===== src/oan_pkg.sv =====
`timescale 1ns / 1ps

package oan_pkg;

  localparam logic [1:0] ACT_NONE  = 2'd0;
  localparam logic [1:0] ACT_STOP  = 2'd1;
  localparam logic [1:0] ACT_DRIVE = 2'd2;

  localparam logic [2:0] CFG_SPEED       = 3'd0;
  localparam logic [2:0] CFG_SPIN_DIAG   = 3'd1;
  localparam logic [2:0] CFG_SPIN_SIDE   = 3'd2;
  localparam logic [2:0] CFG_FRONT_CLEAR = 3'd3;
  localparam logic [2:0] CFG_REAR_CLEAR  = 3'd4;
  localparam logic [2:0] CFG_REAR_STOP   = 3'd5;
  localparam logic [2:0] CFG_RETRY_WAIT  = 3'd6;
  localparam logic [2:0] CFG_BACKUP_LIM  = 3'd7;

  localparam logic [9:0] SPEED_MAX = 10'd1000;

  typedef struct packed {
    logic [9:0]  speed_permille;
    logic [15:0] spin_diagonal_ms;
    logic [15:0] spin_side_ms;
    logic [9:0]  front_clear_cm;
    logic [9:0]  rear_clear_cm;
    logic [9:0]  rear_stop_cm;
    logic [15:0] retry_wait_ms;
    logic [15:0] backup_limit_ms;
  } cfg_t;

  typedef struct packed {
    logic [31:0] now_ms;
    logic        autonomous;
    logic        emergency_stop;
    logic        front_stop_zone;
    logic        scan_done;
    logic [9:0]  dist_front_left;
    logic [9:0]  dist_front_right;
    logic [9:0]  dist_left;
    logic [9:0]  dist_right;
    logic [9:0]  dist_rear;
  } item_t;

  typedef struct packed {
    logic               feed_watchdog;
    logic [1:0]         motor_action;
    logic signed [10:0] forward_permille;
    logic signed [10:0] rotate_permille;
    logic               scan_kick;
    logic               advance_sweep;
    logic               center_sensor;
    logic [2:0]         mode;
  } result_t;

endpackage


===== src/oan_cfg_regs.sv =====
`timescale 1ns / 1ps

module oan_cfg_regs
  import oan_pkg::*;
(
  input  logic        clk,
  input  logic        rst,
  input  logic        cfg_we,
  input  logic [2:0]  cfg_addr,
  input  logic [15:0] cfg_wdata,
  output cfg_t        cfg
);

  always_ff @(posedge clk) begin
    if (rst) begin
      cfg.speed_permille   <= 10'd500;
      cfg.spin_diagonal_ms <= 16'd300;
      cfg.spin_side_ms     <= 16'd600;
      cfg.front_clear_cm   <= 10'd40;
      cfg.rear_clear_cm    <= 10'd30;
      cfg.rear_stop_cm     <= 10'd15;
      cfg.retry_wait_ms    <= 16'd2000;
      cfg.backup_limit_ms  <= 16'd1000;
    end else if (cfg_we) begin
      case (cfg_addr)
        CFG_SPEED:       cfg.speed_permille   <= cfg_wdata[9:0];
        CFG_SPIN_DIAG:   cfg.spin_diagonal_ms <= cfg_wdata;
        CFG_SPIN_SIDE:   cfg.spin_side_ms     <= cfg_wdata;
        CFG_FRONT_CLEAR: cfg.front_clear_cm   <= cfg_wdata[9:0];
        CFG_REAR_CLEAR:  cfg.rear_clear_cm    <= cfg_wdata[9:0];
        CFG_REAR_STOP:   cfg.rear_stop_cm     <= cfg_wdata[9:0];
        CFG_RETRY_WAIT:  cfg.retry_wait_ms    <= cfg_wdata;
        CFG_BACKUP_LIM:  cfg.backup_limit_ms  <= cfg_wdata;
        default: begin
        end
      endcase
    end
  end

endmodule


===== src/oan_target.sv =====
`timescale 1ns / 1ps

module oan_target
  import oan_pkg::*;
(
  input  item_t       item,
  input  cfg_t        cfg,
  output logic        tgt_right,
  output logic [15:0] tgt_dur
);

  logic [3:0][9:0] span;
  logic [9:0]      best;
  logic [15:0]     dur;
  logic            right;

  assign span[0] = item.dist_front_left;
  assign span[1] = item.dist_front_right;
  assign span[2] = item.dist_left;
  assign span[3] = item.dist_right;

  // Strict compare keeps the earliest direction on a tie.
  always_comb begin
    best  = 10'd0;
    dur   = 16'd0;
    right = 1'b0;
    for (int i = 0; i < 4; i++) begin
      if (span[i] > best) begin
        best  = span[i];
        right = (i % 2) == 1;
        dur   = (i < 2) ? cfg.spin_diagonal_ms : cfg.spin_side_ms;
      end
    end
    if (best < cfg.front_clear_cm) begin
      tgt_right = 1'b0;
      tgt_dur   = 16'd0;
    end else begin
      tgt_right = right;
      tgt_dur   = dur;
    end
  end

endmodule


===== src/oan_core.sv =====
`timescale 1ns / 1ps

module oan_core
  import oan_pkg::*;
(
  input  logic    clk,
  input  logic    rst,
  input  logic    fire,
  input  item_t   item,
  input  cfg_t    cfg,
  output result_t res
);

  typedef enum logic [2:0] {
    MOVING   = 3'd0,
    SCANNING = 3'd1,
    SPINNING = 3'd2,
    BACKING  = 3'd3,
    STUCK    = 3'd4
  } nav_mode_t;

  nav_mode_t   nav_mode;
  nav_mode_t   nav_mode_next;
  logic [31:0] entry_time;
  logic [31:0] entry_time_next;
  logic        spin_right;
  logic        spin_right_next;
  logic [15:0] spin_duration;
  logic [15:0] spin_duration_next;
  result_t     res_next;

  logic               tgt_right;
  logic [15:0]        tgt_dur;
  logic [31:0]        elapsed;
  logic [9:0]         spd;
  logic signed [10:0] spd_s;

  oan_target u_target (
    .item      (item),
    .cfg       (cfg),
    .tgt_right (tgt_right),
    .tgt_dur   (tgt_dur)
  );

  assign elapsed = item.now_ms - entry_time;
  assign spd     = (cfg.speed_permille > SPEED_MAX) ? SPEED_MAX : cfg.speed_permille;
  assign spd_s   = signed'({1'b0, spd});

  always_comb begin
    nav_mode_next      = nav_mode;
    entry_time_next    = entry_time;
    spin_right_next    = spin_right;
    spin_duration_next = spin_duration;
    res_next           = '0;
    res_next.motor_action = ACT_NONE;
    if (item.autonomous) begin
      res_next.feed_watchdog = 1'b1;
      if (item.emergency_stop) begin
        res_next.motor_action = ACT_STOP;
      end else begin
        case (nav_mode)
          SCANNING: begin
            res_next.advance_sweep = 1'b1;
            if (item.scan_done) begin
              spin_right_next    = tgt_right;
              spin_duration_next = tgt_dur;
              entry_time_next    = item.now_ms;
              if (tgt_dur != 16'd0) begin
                res_next.center_sensor = 1'b1;
                nav_mode_next = SPINNING;
              end else if (item.dist_rear > cfg.rear_clear_cm) begin
                nav_mode_next = BACKING;
              end else begin
                nav_mode_next = STUCK;
              end
            end
          end
          SPINNING: begin
            if (elapsed >= {16'd0, spin_duration}) begin
              res_next.motor_action = ACT_STOP;
              nav_mode_next   = MOVING;
              entry_time_next = item.now_ms;
            end else begin
              res_next.motor_action    = ACT_DRIVE;
              res_next.rotate_permille = spin_right ? spd_s : -spd_s;
            end
          end
          BACKING: begin
            if (elapsed >= {16'd0, cfg.backup_limit_ms} ||
                item.dist_rear <= cfg.rear_stop_cm) begin
              res_next.motor_action = ACT_STOP;
              res_next.scan_kick    = 1'b1;
              nav_mode_next   = SCANNING;
              entry_time_next = item.now_ms;
            end else begin
              res_next.motor_action     = ACT_DRIVE;
              res_next.forward_permille = -spd_s;
            end
          end
          STUCK: begin
            res_next.motor_action = ACT_STOP;
            if (elapsed >= {16'd0, cfg.retry_wait_ms}) begin
              res_next.scan_kick = 1'b1;
              nav_mode_next   = SCANNING;
              entry_time_next = item.now_ms;
            end
          end
          default: begin
            if (item.front_stop_zone) begin
              res_next.motor_action = ACT_STOP;
              res_next.scan_kick    = 1'b1;
              nav_mode_next   = SCANNING;
              entry_time_next = item.now_ms;
            end else begin
              res_next.motor_action     = ACT_DRIVE;
              res_next.forward_permille = spd_s;
            end
          end
        endcase
      end
    end
    res_next.mode = nav_mode_next;
  end

  always_ff @(posedge clk) begin
    if (rst) begin
      nav_mode      <= MOVING;
      entry_time    <= 32'd0;
      spin_right    <= 1'b0;
      spin_duration <= 16'd0;
    end else if (fire) begin
      nav_mode      <= nav_mode_next;
      entry_time    <= entry_time_next;
      spin_right    <= spin_right_next;
      spin_duration <= spin_duration_next;
      res           <= res_next;
    end
  end

endmodule


===== src/obstacle_avoid_nav_fsm_top.sv =====
`timescale 1ns / 1ps

// Navigation controller for an obstacle-avoiding vehicle. Each request on the
// slave stream is one control update; it yields exactly one result on the
// master stream. An accepted request sits in the input register, and its
// result is written to the output register when the request is processed,
// which waits while a result is held on the master side. One update per cycle
// is sustained while the master side takes results; that rate is set by the
// mode state, decided and written back with each update. While a result waits
// on the master side, the input register still takes one more request before
// the slave side stalls. Configuration writes take effect on the next cycle.

module obstacle_avoid_nav_fsm_top
  import oan_pkg::*;
(
  input  logic        clk,
  input  logic        rst,
  input  logic        cfg_we,
  input  logic [2:0]  cfg_addr,
  input  logic [15:0] cfg_wdata,
  input  logic        s_tvalid,
  output logic        s_tready,
  // now_ms[31:0], autonomous, emergency_stop, front_stop_zone, scan_done,
  // dist_front_left, dist_front_right, dist_left, dist_right, dist_rear, 2 unused bits
  input  logic [87:0] s_tdata,
  output logic        m_tvalid,
  input  logic        m_tready,
  // feed_watchdog, motor_action[1:0], forward_permille[10:0], rotate_permille[10:0],
  // scan_kick, advance_sweep, center_sensor, mode[2:0], one zero bit
  output logic [31:0] m_tdata
);

  cfg_t    cfg;
  item_t   in_item;
  logic    in_valid;
  logic    out_valid;
  logic    fire;
  result_t res;

  oan_cfg_regs u_cfg (
    .clk       (clk),
    .rst       (rst),
    .cfg_we    (cfg_we),
    .cfg_addr  (cfg_addr),
    .cfg_wdata (cfg_wdata),
    .cfg       (cfg)
  );

  assign fire     = in_valid && (!out_valid || m_tready);
  assign s_tready = !in_valid || fire;

  always_ff @(posedge clk) begin
    if (rst) begin
      in_valid  <= 1'b0;
      out_valid <= 1'b0;
    end else begin
      if (s_tready) begin
        in_valid <= s_tvalid;
      end
      if (fire) begin
        out_valid <= 1'b1;
      end else if (m_tready) begin
        out_valid <= 1'b0;
      end
    end
  end

  always_ff @(posedge clk) begin
    if (s_tvalid && s_tready) begin
      in_item.now_ms           <= s_tdata[31:0];
      in_item.autonomous       <= s_tdata[32];
      in_item.emergency_stop   <= s_tdata[33];
      in_item.front_stop_zone  <= s_tdata[34];
      in_item.scan_done        <= s_tdata[35];
      in_item.dist_front_left  <= s_tdata[45:36];
      in_item.dist_front_right <= s_tdata[55:46];
      in_item.dist_left        <= s_tdata[65:56];
      in_item.dist_right       <= s_tdata[75:66];
      in_item.dist_rear        <= s_tdata[85:76];
    end
  end

  oan_core u_core (
    .clk  (clk),
    .rst  (rst),
    .fire (fire),
    .item (in_item),
    .cfg  (cfg),
    .res  (res)
  );

  assign m_tvalid = out_valid;
  assign m_tdata  = {1'b0, res.mode, res.center_sensor, res.advance_sweep,
                     res.scan_kick, res.rotate_permille, res.forward_permille,
                     res.motor_action, res.feed_watchdog};

`ifndef SYNTH
  a_reset_empty: assert property (@(posedge clk) $past(rst) |-> !m_tvalid)
    else $error("result valid right after reset");
  a_fire_result: assert property (@(posedge clk) disable iff (rst) fire |=> m_tvalid)
    else $error("processed request gave no result");
  a_accept_held: assert property (@(posedge clk) disable iff (rst)
    (s_tvalid && s_tready) |=> in_valid)
    else $error("accepted request was lost");
  a_mode_range: assert property (@(posedge clk) disable iff (rst)
    m_tvalid |-> (m_tdata[30:28] <= 3'd4))
    else $error("mode out of range");
  a_idle_speed: assert property (@(posedge clk) disable iff (rst)
    (m_tvalid && m_tdata[2:1] != ACT_DRIVE) |-> (m_tdata[24:3] == 22'd0))
    else $error("speed set without drive action");
`endif

endmodule

===== config.mk =====
export PLATFORM = sky130hd
export DESIGN_NAME = obstacle_avoid_nav_fsm_top
export DESIGN_NICKNAME = d
export VERILOG_FILES = /design/src/oan_pkg.sv /design/src/oan_cfg_regs.sv /design/src/oan_target.sv /design/src/oan_core.sv /design/src/obstacle_avoid_nav_fsm_top.sv
export SDC_FILE = /design/constraint.sdc
export NUM_CORES = 1
export LEC_CHECK = 0
export BUFFER_PORTS_ARGS = -buffer_cell sky130_fd_sc_hd__buf_4
export CORE_MARGIN = 3
export CORE_UTILIZATION = 55
export DETAILED_ROUTE_END_ITERATION = 8
export HOLD_SLACK_MARGIN = 0.15
export PLACE_DENSITY = 0.75
export SYNTH_ARGS = -nofsm -noshare
export SYNTH_HDL_FRONTEND = slang
export SYNTH_SLANG_ARGS = --single-unit

===== constraint.sdc =====
create_clock -name clk -period 17.2 [get_ports clk]
set_input_delay 0 -clock clk [delete_from_list [all_inputs] [get_ports clk]]
set_output_delay 0 -clock clk [all_outputs]
set_load 0.02 [all_outputs]

==> qor.csv, run 1 <==
metric,value,unit
final.setup_skew,9.55,ps
vias_per_cell,5.60,
grt_usage,24.4,%
synth_area,15800,um2
reg2reg_setup_slack,8810,ps
grt_pass1_vias,12800,
status,completed,
syn_to_final_growth,21.6,%
htreeDepth,1,
crit_top_cell,ha_1,
place_hpwl,26400,um
whs_endpoint,in_item[47]$_DFFE_PP_,
slew_violations,0,
drc,0,
crit_buf_inv,2,
fin_crit,8390,ps
fin_total_pwr,1680,uW
rr_endpoint,u_core.spin_right$_SDFFE_PP0P_,
holdPathStages,2,
gp_congestion,0.871,
r2r_cells,27,
num_io_pins,146,
cts_setup_buffers,0,
drv_cap,0,
vias,13200,
worst_slack,8810,ps
hold_start,s_tdata[43],
ys_types,83,
syn-num-nets,1990,
synth_xor_area_share,1.61,%
die_w,175,um
grt_busiest_layer,met2,
antennaDiodeCount,0,
synthCells,1738,
fin_tns_setup,0,ps
clk_latency,540,ps
p_leak,0.00758,uW
critical_path.endpoint_type,flip-flop,
gr-usage-met2,42.2,%
synth-simple-area-share,18.9,%
crit_fanout,22,
placed_cells_incl_taps,2175,
crit_type,flip-flop to flip-flop,
clock-root-buffer,clkbuf_16,
numCtsBuffers,29,
cp.depth,27,
fin_crit_sh,48.8,%
final-instance-count-excl-fill,2350,
wl,38400,um
rr_startpoint,in_item[45]$_DFFE_PP_,
synth_top_family_by_area,simple AND/OR/NAND/NOR gates,
grt.overflow.total,0,
synth_ff_type,dfxtp_1,
fmax,119,MHz
drt_first_pass_iters,6,
required,17680,ps
ir_worst_vdd,0.0872,mV
grt_pass1_wl,62600,um
synth_edf_count,117,
core,28000,um2
cp_top_family,compound AO/OA/AOI/OAI gates,
chipHeight,175,um
syn-mean-instance-area,9.07,um2
rsz0062_at_grt,false,
dpl_worst_slack,8890,ps
crit_arrival,8870,ps
synth_fa_ha_area_share,11.2,%
grt_max_degree,123,
drt-initial-drc-count,968,
io_buffer_count,142,
synth_warnings,0,
hold_viol,0,
ys_seq_area_share,42.3,%
worst_slew_pin_slew,1180,ps
grtUsageMet1,32.1,%
setup_violations,0,
drive_gt1_share,11.7,%
initial_core_util,56.3,%
synth_mux_area_share,4.11,%
synthArstFlopShare,0,%
path_clk_slew,60,ps
slew_headroom,20.9,%
clockBufferDepth,3,
die-area,30700,um2
wire_per_inst,16.3,um
synth_compound_area_share,16.0,%
drtAntennaViolNets,0,
cellPowerDensity,87.6,nW/um2
critPathLaunchType,flip-flop,
cts_tree,built,
grtUsageMet3,2.68,%
cpMaxStageDelayCell,nor2b_1,
cts_sinks,275,
worstHoldPathType,input pin to flip-flop,
core.rowCount,61,
nNetsFinal,2203,
synth_seq_cells,275,
antenna_found_initial,0,
worst_path_largest_cell_delay,970,ps
## Yosys cell counts (all sizes together) (3+ instances only)
cell type  instances  area share [%]
o31a               3            0.17
a211o             20             1.1
clkbuf            76             1.9
a311oi             4            0.22
and4               3            0.17
and3              11            0.44
and2               4            0.16
xor2              11            0.61
o21bai             5            0.24
dfxtp            158              20
o211ai            16            0.76
mux2i             61             3.9
o21ai             58             1.9
ha               139              11
or2                4            0.16
o31ai              5            0.24
buf               14            0.60
nor2             124             3.1
a21boi             5            0.24
o311ai             3            0.17
nand2            232             5.5
a31o               4            0.22
inv              144             3.4
a31oi              5            0.20
a21o              20            0.95
a21oi            140             4.5
nor4              18            0.71
edfxtp           117              22
or4                4            0.24
xnor2             18             1.0
o21a               8            0.38
a22o              16            0.89
nor3b              5            0.24
nor2b             18            0.71
a22oi             22             1.1
nand4             28             1.1
a2111oi           12            0.71
a211oi            15            0.75
nand3             19            0.63
nand3b            16            0.76
nor3              32             1.0
nand2b            83             3.3
or3                6            0.24
mux2               3            0.24
## worst max path at each step
stage / startpoint / endpoint / slack, ps
final: in_item[45]$_DFFE_PP_ / u_core.spin_right$_SDFFE_PP0P_ / 8810
after global routing: in_item[45]$_DFFE_PP_ / u_core.spin_duration[11]$_SDFFE_PP0P_ / 8070
after CTS: in_item[45]$_DFFE_PP_ / u_core.spin_right$_SDFFE_PP0P_ / 8850
after detailed placement: in_item[43]$_DFFE_PP_ / u_core.spin_right$_SDFFE_PP0P_ / 8890
after global placement: in_item[45]$_DFFE_PP_ / u_core.spin_duration[1]$_SDFFE_PP0P_ / 9110
after floorplan: in_item[35]$_DFFE_PP_ / u_core.spin_duration[7]$_SDFFE_PP0P_ / 9510
## layout by cell type, fill, tap and decap left out, drive strengths merged, types with 18 or more instances in the layout
cell type    netlist  layout
nor2b             18      18
dlygate4sd3        0     123
a22oi             22      22
inv              144     144
ha               139     139
o21ai             58      58
edfxtp           117     117
nand3             19      19
xnor2             18      18
buf               14     149
nor3              32      32
a21o              20      20
nand4             28      28
a211o             20      20
clkbuf            76      39
dfxtp            158     158
nor4              18      18
nand2            232     232
nand2b            83      83
a21oi            140     140
nor2             124     124
mux2i             61      61
## report_power, final
part / switching, uW / leakage (uW) / internal (uW)
logic: 190 / 0.00470 / 145
registers: 14.4 / 0.00240 / 705
clock network: 257 / 0.000476 / 368
## per-stage QoR
| step | area (um2) | utilization (%) | hold WS [ps] |
|---|---|---|---|
| 2_1_floorplan | 15800 | - | 98.9 |
| 3_3_place_gp | 17000 | 60.6 | 178 |
| 3_5_place_dp | 17000 | 60.6 | 179 |
| 4_1_cts | 19200 | 68.4 | 150 |
| 5_1_grt | 19200 | 68.4 | 165 |
| 6_report | 19200 | 68.4 | 169 |
## cell families (layout without fill, tap and decap cells)
group | after synthesis | after routing
buf+inv | 234 | 468
compound gates | 383 | 383
mux | 64 | 64
simple gates | 612 | 612
flops | 275 | 275
fa+ha+maj | 140 | 140
other cells | 1 | 1
xor+xnor | 29 | 29
## worst register-to-register path: cells and delay by family, from the launching register on
family | cells | cell delay [ps]
flip-flops | 1 | 390
AND/OR/NAND/NOR | 7 | 2210
buffers and inverters | 2 | 310
multiplexers | 2 | 570
adder cells (fa/ha/maj) | 4 | 1310
AO/OA/AOI/OAI | 12 | 3560
## area by class of cell
cell class,instances,area (um2)
well taps,378,473
multi-input cells,1229,8170
flip-flops and latches,275,6680
clock buffers,39,835
repair buffers,272,2350
inverters,144,541
fillers,2122,8840
clock inverters,13,123
## layer usage
| metal | wire length, um | up-vias |
|---|---|---|
| li1 | - | 6567 |
| met5 | 0 | - |
| met2 | 18400 | 381 |
| met1 | 16900 | 6137 |
| met4 | 1200 | 0 |
| met3 | 1830 | 85 |
## registers in the layout, indices dropped and copies added, names as in the netlist
name,count
u_cfg.cfg,104
in_item,86
u_core.entry_time,32
u_core.res,31
u_core.spin_duration,16
u_core.nav_mode,3
in_valid,1
m_tvalid,1
u_core.spin_right,1
## repair_timing
item                                   CTS  global route
hold buffers                           123             0
gates resized for setup                  0             0
endpoints found under the hold margin  243             0
(Power assumes the default switching activity.)
==> run 2, diff against run 1 <==
PLACE_DENSITY = 0.78   (was 0.75)
clock period = 6.75 ns   (was 17.2 ns; I/O delays follow)
==> run 2 against run 1 <==
  * The run now ends with setup timing left
  * Combinational power rose to 3.1 times the previous value
  * Register-to-register slack worse by 8900 ps
  * Clock-buffer cell count up 2
  * Hold slack worse by 1.8 ps
  * Total power rose to 2.7 times the previous value
==> qor.csv, run 2 (synthesized netlist as in run 1, its figures left out) <==
metric,value,unit,change
cts_tree,built,,
cpMaxStageDelayCell,edfxtp_1,,
holdPathStages,2,,unchanged
drive_gt1_share,15.9,%,+4.2 points
numCtsBuffers,29,,unchanged
largest_register_ffs,104,,unchanged
rr_endpoint,u_core.res[1]$_DFFE_PP_,,
place_hpwl,27500,um,+4.1%
fin_crit_sh,102,%,+53 points
worst_slack,-104,ps,-8910 ps
largestRegisters,"u_cfg.cfg (104), in_item (86), u_core.entry_time (32)",,
cellPowerDensity,222,nW/um2,+150%
hold_viol,0,,unchanged
grt_pass1_wl,65800,um,+5.2%
syn_to_final_growth,27.2,%,
critPathLaunchType,flip-flop,,
slew_headroom,20.0,%,-0.93 points
path_clk_slew,60,ps,about the same
vias_per_cell,5.75,,+2.6%
drtAntennaViolNets,0,,unchanged
wl,42200,um,+9.9%
vias,13900,,+5.4%
cts_sinks,275,,unchanged
fin_crit,6850,ps,-1540 ps
multi_input_area,8560,um2,+4.8%
p_leak,0.00788,uW,+4.0%
hold_start,s_tdata[83],,
worstHoldPathType,input pin to flip-flop,,
critical_path.endpoint_type,flip-flop,,
drv_cap,0,,unchanged
htreeDepth,1,,unchanged
worst_slew_pin_slew,1200,ps,+13.8 ps
nFillCells,2038,,-4.0%
die-area,30700,um2,unchanged
rr_startpoint,in_item[38]$_DFFE_PP_,,
antenna_found_initial,0,,unchanged
reg2reg_setup_slack,-100,ps,-8910 ps
worst_path_largest_cell_delay,450,ps,-520 ps
grt_max_degree,103,,-16%
drc,0,,unchanged
grt.overflow.total,0,,unchanged
clockBufferDepth,3,,unchanged
ir_worst_vdd,0.246,mV,+180%
drt-initial-drc-count,1221,,+26%
fin_tns_setup,-290,ps,-290 ps
fin_hold_ws,167,ps,-1.76 ps
setup_violations,5,,+5
crit_type,flip-flop to flip-flop,,
grt_usage,25.5,%,+1.2 points
antennaDiodeCount,0,,unchanged
clock-root-buffer,clkbuf_16,,
num_io_pins,146,,unchanged
gp_congestion,0.921,,+5.7%
final_common_cell,nand2_1,,
clk_latency,550,ps,about the same
core,28000,um2,unchanged
required,7050,ps,-10630 ps
io_buffer_count,142,,unchanged
status,"finished, violations left",,
die_w,175,um,unchanged
placed_cells_incl_taps,2196,,+0.97%
initial_core_util,56.3,%,unchanged
slew_violations,0,,unchanged
final.setup_skew,9.43,ps,-0.120 ps
core.rowCount,61,,unchanged
r2r_cells,30,,+11%
nNetsFinal,2266,,+2.9%
crit_arrival,7150,ps,-1720 ps
dpl_worst_slack,-249,ps,-9140 ps
wire_per_inst,17.5,um,+6.9%
final-instance-count-excl-fill,2414,,+2.7%
largest-register,u_cfg.cfg,,
fmax,146,MHz,+22%
rsz0062_at_grt,true,,
fin_total_pwr,4450,uW,+170%
drt_first_pass_iters,6,,unchanged
whs_endpoint,in_item[7]$_DFFE_PP_,,
crit_top_cell,a21o_1,,
violations,setup timing,,
chipHeight,175,um,unchanged
grt_pass1_vias,13400,,+5.0%
regArea,6680,um2,unchanged
mostFrequentLayoutCells,"nand2_1, buf_4, dfxtp_1, inv_1, dlygate4sd3_1",,
crit_fanout,8,,-64%
==> run 2: cell count changes in the layout (fill, tap and decap cells not counted), moves of 6 or more <==
cell / before / now
buf_4: 149 / 193
ha_4: 0 / 10
o21ai_2: 1 / 8
a21oi_1: 137 / 131
clkbuf_1: 2 / 8
ha_1: 139 / 129
dlygate4sd3_1: 123 / 137
nand2_1: 232 / 226
o21ai_0: 54 / 42
mux2i_1: 61 / 52
mux2i_4: 0 / 7
a21oi_2: 3 / 9
==> run 2: power breakdown <==
part / switching (uW) / total, uW / internal, uW
Combinational: 559 / 1040 / 480
Clock: 653 / 1570 / 921
Sequential: 41.6 / 1840 / 1800
Total: 1250 / 4450 / 3200
==> run 2: cell type report <==
cell class | count | share of cell area, %
clock buffers | 41 | 4.10
clock inverters | 12 | 0.562
well taps | 378 | 2.36
inverters | 144 | 2.70
repair buffers | 334 | 14.3
multi-input cells | 1230 | 42.7
flip-flops and latches | 275 | 33.3
==> run 2: worst max path at each step <==
stage                                                        to                  start  slack (ps)
after CTS                               u_core.res[1]$_DFFE_PP_  in_item[33]$_DFFE_PP_           4
after detailed placement  u_core.spin_duration[14]$_SDFFE_PP0P_  in_item[33]$_DFFE_PP_        -250
after global routing                    u_core.res[1]$_DFFE_PP_  in_item[36]$_DFFE_PP_        -330
after global placement           u_core.spin_right$_SDFFE_PP0P_  in_item[35]$_DFFE_PP_         110
final                                   u_core.res[1]$_DFFE_PP_  in_item[38]$_DFFE_PP_        -100
after floorplan            u_core.spin_duration[7]$_SDFFE_PP0P_  in_item[35]$_DFFE_PP_          30
==> run 2: critical path, delay by kind of cell, from the launching register on <==
family	cells	cell delay [ps]
muxes	2	590
AOI/OAI and AO/OA	16	3250
buffers and inverters	2	410
and+or+nand+nor	6	730
DFF	1	450
adders and majority gates	4	1140
==> run 2: what timing repair did <==
action	CTS	global route
gates resized for setup	10	67
setup endpoints to repair	20	24
gates cloned	1	0
setup buffers	2	26
hold buffers	137	0
hold endpoints to repair	232	0
pin swaps	1	39
==> run 2: metrics by stage <==
| step | area (um2) | utilization [%] |
|---|---|---|
| 3_5_place_dp | 17200 | 61.3 |
| 5_1_grt | 20100 | 71.6 |
| 4_1_cts | 19500 | 69.7 |
| 2_1_floorplan | 15800 | - |
| 3_3_place_gp | 17200 | 61.3 |
| 6_report | 20100 | 71.6 |
==> run 2: routing by layer <==
metal  track usage (%)  part of all wire (%)  wire length [um]
met1              33.5                    42             17700
met5                 0                     0                 0
met2              44.7                    49             20800
met3              3.13                   5.8              2430
met4              6.98                   3.1              1290
==> run 3, diff against run 2 <==
ABC_CLOCK_PERIOD_IN_PS = 6750   (was default)
CTS_BUF_LIST = sky130_fd_sc_hd__clkbuf_4   (was default)
==> run 3 against run 2 <==
  * The run still ends with setup timing left
  * Via count is 6.9% higher
  * Hold slack better by 21 ps
  * Combinational power is 9% higher
  * Total power is 1.5% higher
  * Cell area is 4.6% higher
  * Sequential power hardly changed
  * Global-route usage is 2.3 points higher
  * Cell count is 6.7% higher
  * Utilization is 3.3 points higher
  * Die area stayed put
  * Non-clock buffer count is 82 higher
==> qor.csv, run 3 (synthesized netlist as in run 1, its figures left out) <==
metric,value,unit,change
place_hpwl,27500,um,unchanged
p_leak,0.00836,uW,+6.1%
num_io_pins,146,,unchanged
drt_first_pass_iters,8,,+2
crit_type,flip-flop to flip-flop,,
crit_top_cell,a21o_1,,
slew_violations,0,,unchanged
grt_pass1_wl,70900,um,+7.7%
nNetsFinal,2391,,+5.5%
core,28000,um2,unchanged
wire_per_inst,18.1,um,+3.5%
drc,0,,unchanged
largest_register_ffs,104,,unchanged
gp_congestion,0.921,,unchanged
setup_violations,23,,+18
vias_per_cell,5.76,,+0.25%
final.setup_skew,43.0,ps,+33.6 ps
initial_core_util,56.3,%,unchanged
fin_util,74.9,%,+3.3 points
slew_headroom,18.8,%,-1.2 points
die_w,175,um,unchanged
cellPowerDensity,215,nW/um2,-3.0%
final_common_cell,nand2_1,,
cpMaxStageDelayCell,a2111oi_4,,
die-area,30700,um2,unchanged
final-instance-count-excl-fill,2575,,+6.7%
worst_path_largest_cell_delay,500,ps,+50 ps
htreeDepth,3,,+2
fmax,143,MHz,-1.8%
clock-root-buffer,clkbuf_4,,
cts_sinks,275,,unchanged
core.rowCount,61,,unchanged
grt_pass1_vias,14600,,+9.1%
mostFrequentLayoutCells,"nand2_1, dlygate4sd3_1, buf_4, dfxtp_1, inv_1",,
clockBufferDepth,3,,unchanged
drv_cap,0,,unchanged
drive_gt1_share,18.7,%,+2.8 points
hold_viol,0,,unchanged
grt_usage,27.8,%,+2.3 points
status,"finished, violations left",,
fin_crit,6980,ps,+128 ps
drt-initial-drc-count,1283,,+5.1%
antenna_found_initial,1,,+1
io_buffer_count,142,,unchanged
grt.overflow.total,0,,unchanged
syn_to_final_growth,33.0,%,
drtAntennaViolNets,0,,unchanged
critPathLaunchType,flip-flop,,
path_clk_slew,70,ps,about the same
ir_worst_vdd,0.167,mV,-32%
crit_fanout,6,,-2
crit_arrival,7420,ps,+270 ps
chipHeight,175,um,unchanged
critical_path.endpoint_type,flip-flop,,
required,7190,ps,+140 ps
fin_crit_sh,103,%,+1.9 points
worst_slack,-231,ps,-128 ps
violations,setup timing,,
vias,14800,,+6.9%
worstHoldPathType,input pin to flip-flop,,
largest-register,u_cfg.cfg,,
cts_tree,built,,
largestRegisters,"u_cfg.cfg (104), in_item (86), u_core.entry_time (32)",,
placed_cells_incl_taps,2196,,unchanged
grt_max_degree,103,,unchanged
clk_latency,700,ps,+150 ps
worst_slew_pin_slew,1210,ps,+17.2 ps
wl,46600,um,+10%
numCtsBuffers,72,,+150%
-- run 3: cell count changes in the layout (fill, tap and decap cells not counted), moves of 3 or more --
cell	delta
buf_6	+3
clkbuf_1	-8
clkbuf_16	-30
clkbuf_4	+109
clkbuf_8	-3
clkinv_1	+9
dlygate4sd3_1	+79
ha_1	-3
inv_2	+4
-- run 3: critical path: cells and delay by family (launching register included) --
kind / cells / cell delay [ps]
muxes: 2 / 580
DFF: 1 / 430
buffers and inverters: 3 / 420
adders and majority gates: 4 / 1160
AOI/OAI and AO/OA: 16 / 3420
and+or+nand+nor: 6 / 720
-- run 3: layout make-up --
type / count / area [um2]
Antenna cell: 1 / 2.50
Clock buffer: 109 / 818
Clock inverter: 22 / 143
Fill cell: 1919 / 7040
Inverter: 144 / 541
Multi-Input combinational cell: 1230 / 8610
Sequential cell: 275 / 6680
Tap cell: 378 / 473
Timing Repair Buffer: 416 / 3700
-- run 3: layer usage --
layer | up-vias | part of all wire (%) | GRT usage [%] | routed length [um]
met1 | 7006 | 39 | 33.9 | 18300
met3 | 188 | 6.6 | 4.35 | 3050
li1 | 7002 | - | - | -
met5 | - | 0 | 0 | 0
met2 | 645 | 50 | 49.3 | 23100
met4 | 0 | 4.6 | 11.2 | 2140
-- run 3: worst paths after layout --
| check | slack, ps | cells after the start | start | to |
|---|---|---|---|---|
| worst min-delay path | 190 | 4 | cfg_wdata[12] | u_cfg.cfg[12]$_SDFFE_PP0P_ |
| worst max register to register | -230 | 31 | in_item[47]$_DFFE_PP_ | u_core.res[1]$_DFFE_PP_ |
| worst min register to register | 460 | 2 | u_cfg.cfg[14]$_SDFFE_PP0P_ | u_cfg.cfg[14]$_SDFFE_PP0P_ |
| worst max-delay path | -230 | 31 | in_item[47]$_DFFE_PP_ | u_core.res[1]$_DFFE_PP_ |
-- run 3: power breakdown --
part / leakage (uW) / total, uW / switching, uW / internal [uW]
clock network: 0.000575 / 1540 / 725 / 817
logic: 0.00538 / 1130 / 602 / 533
registers: 0.00240 / 1840 / 43.4 / 1790
total: 0.00836 / 4510 / 1370 / 3140
-- run 3: what timing repair did --
action | in CTS | in global routing
hold buffers | 215 | 1
endpoints found under the setup margin | 20 | 24
gates cloned | 1 | 0
pin swaps | 2 | 44
setup buffers | 4 | 27
gates resized for setup | 12 | 77
hold endpoints to repair | 266 | 2
-- run 3: stage by stage --
step           total power (uW)  TNS, ps  hold WS (ps)  instance area, um2  setup WS (ps)
2_1_floorplan              2430        0          98.9               15800           26.1
3_3_place_gp               2670        0           178               17200            109
3_5_place_dp               2700    -3990           179               17200           -249
4_1_cts                    4330        0           151               20400           31.4
5_1_grt                    4720   -10580           155               21000           -506
6_report                   4510    -3340           188               21000           -231
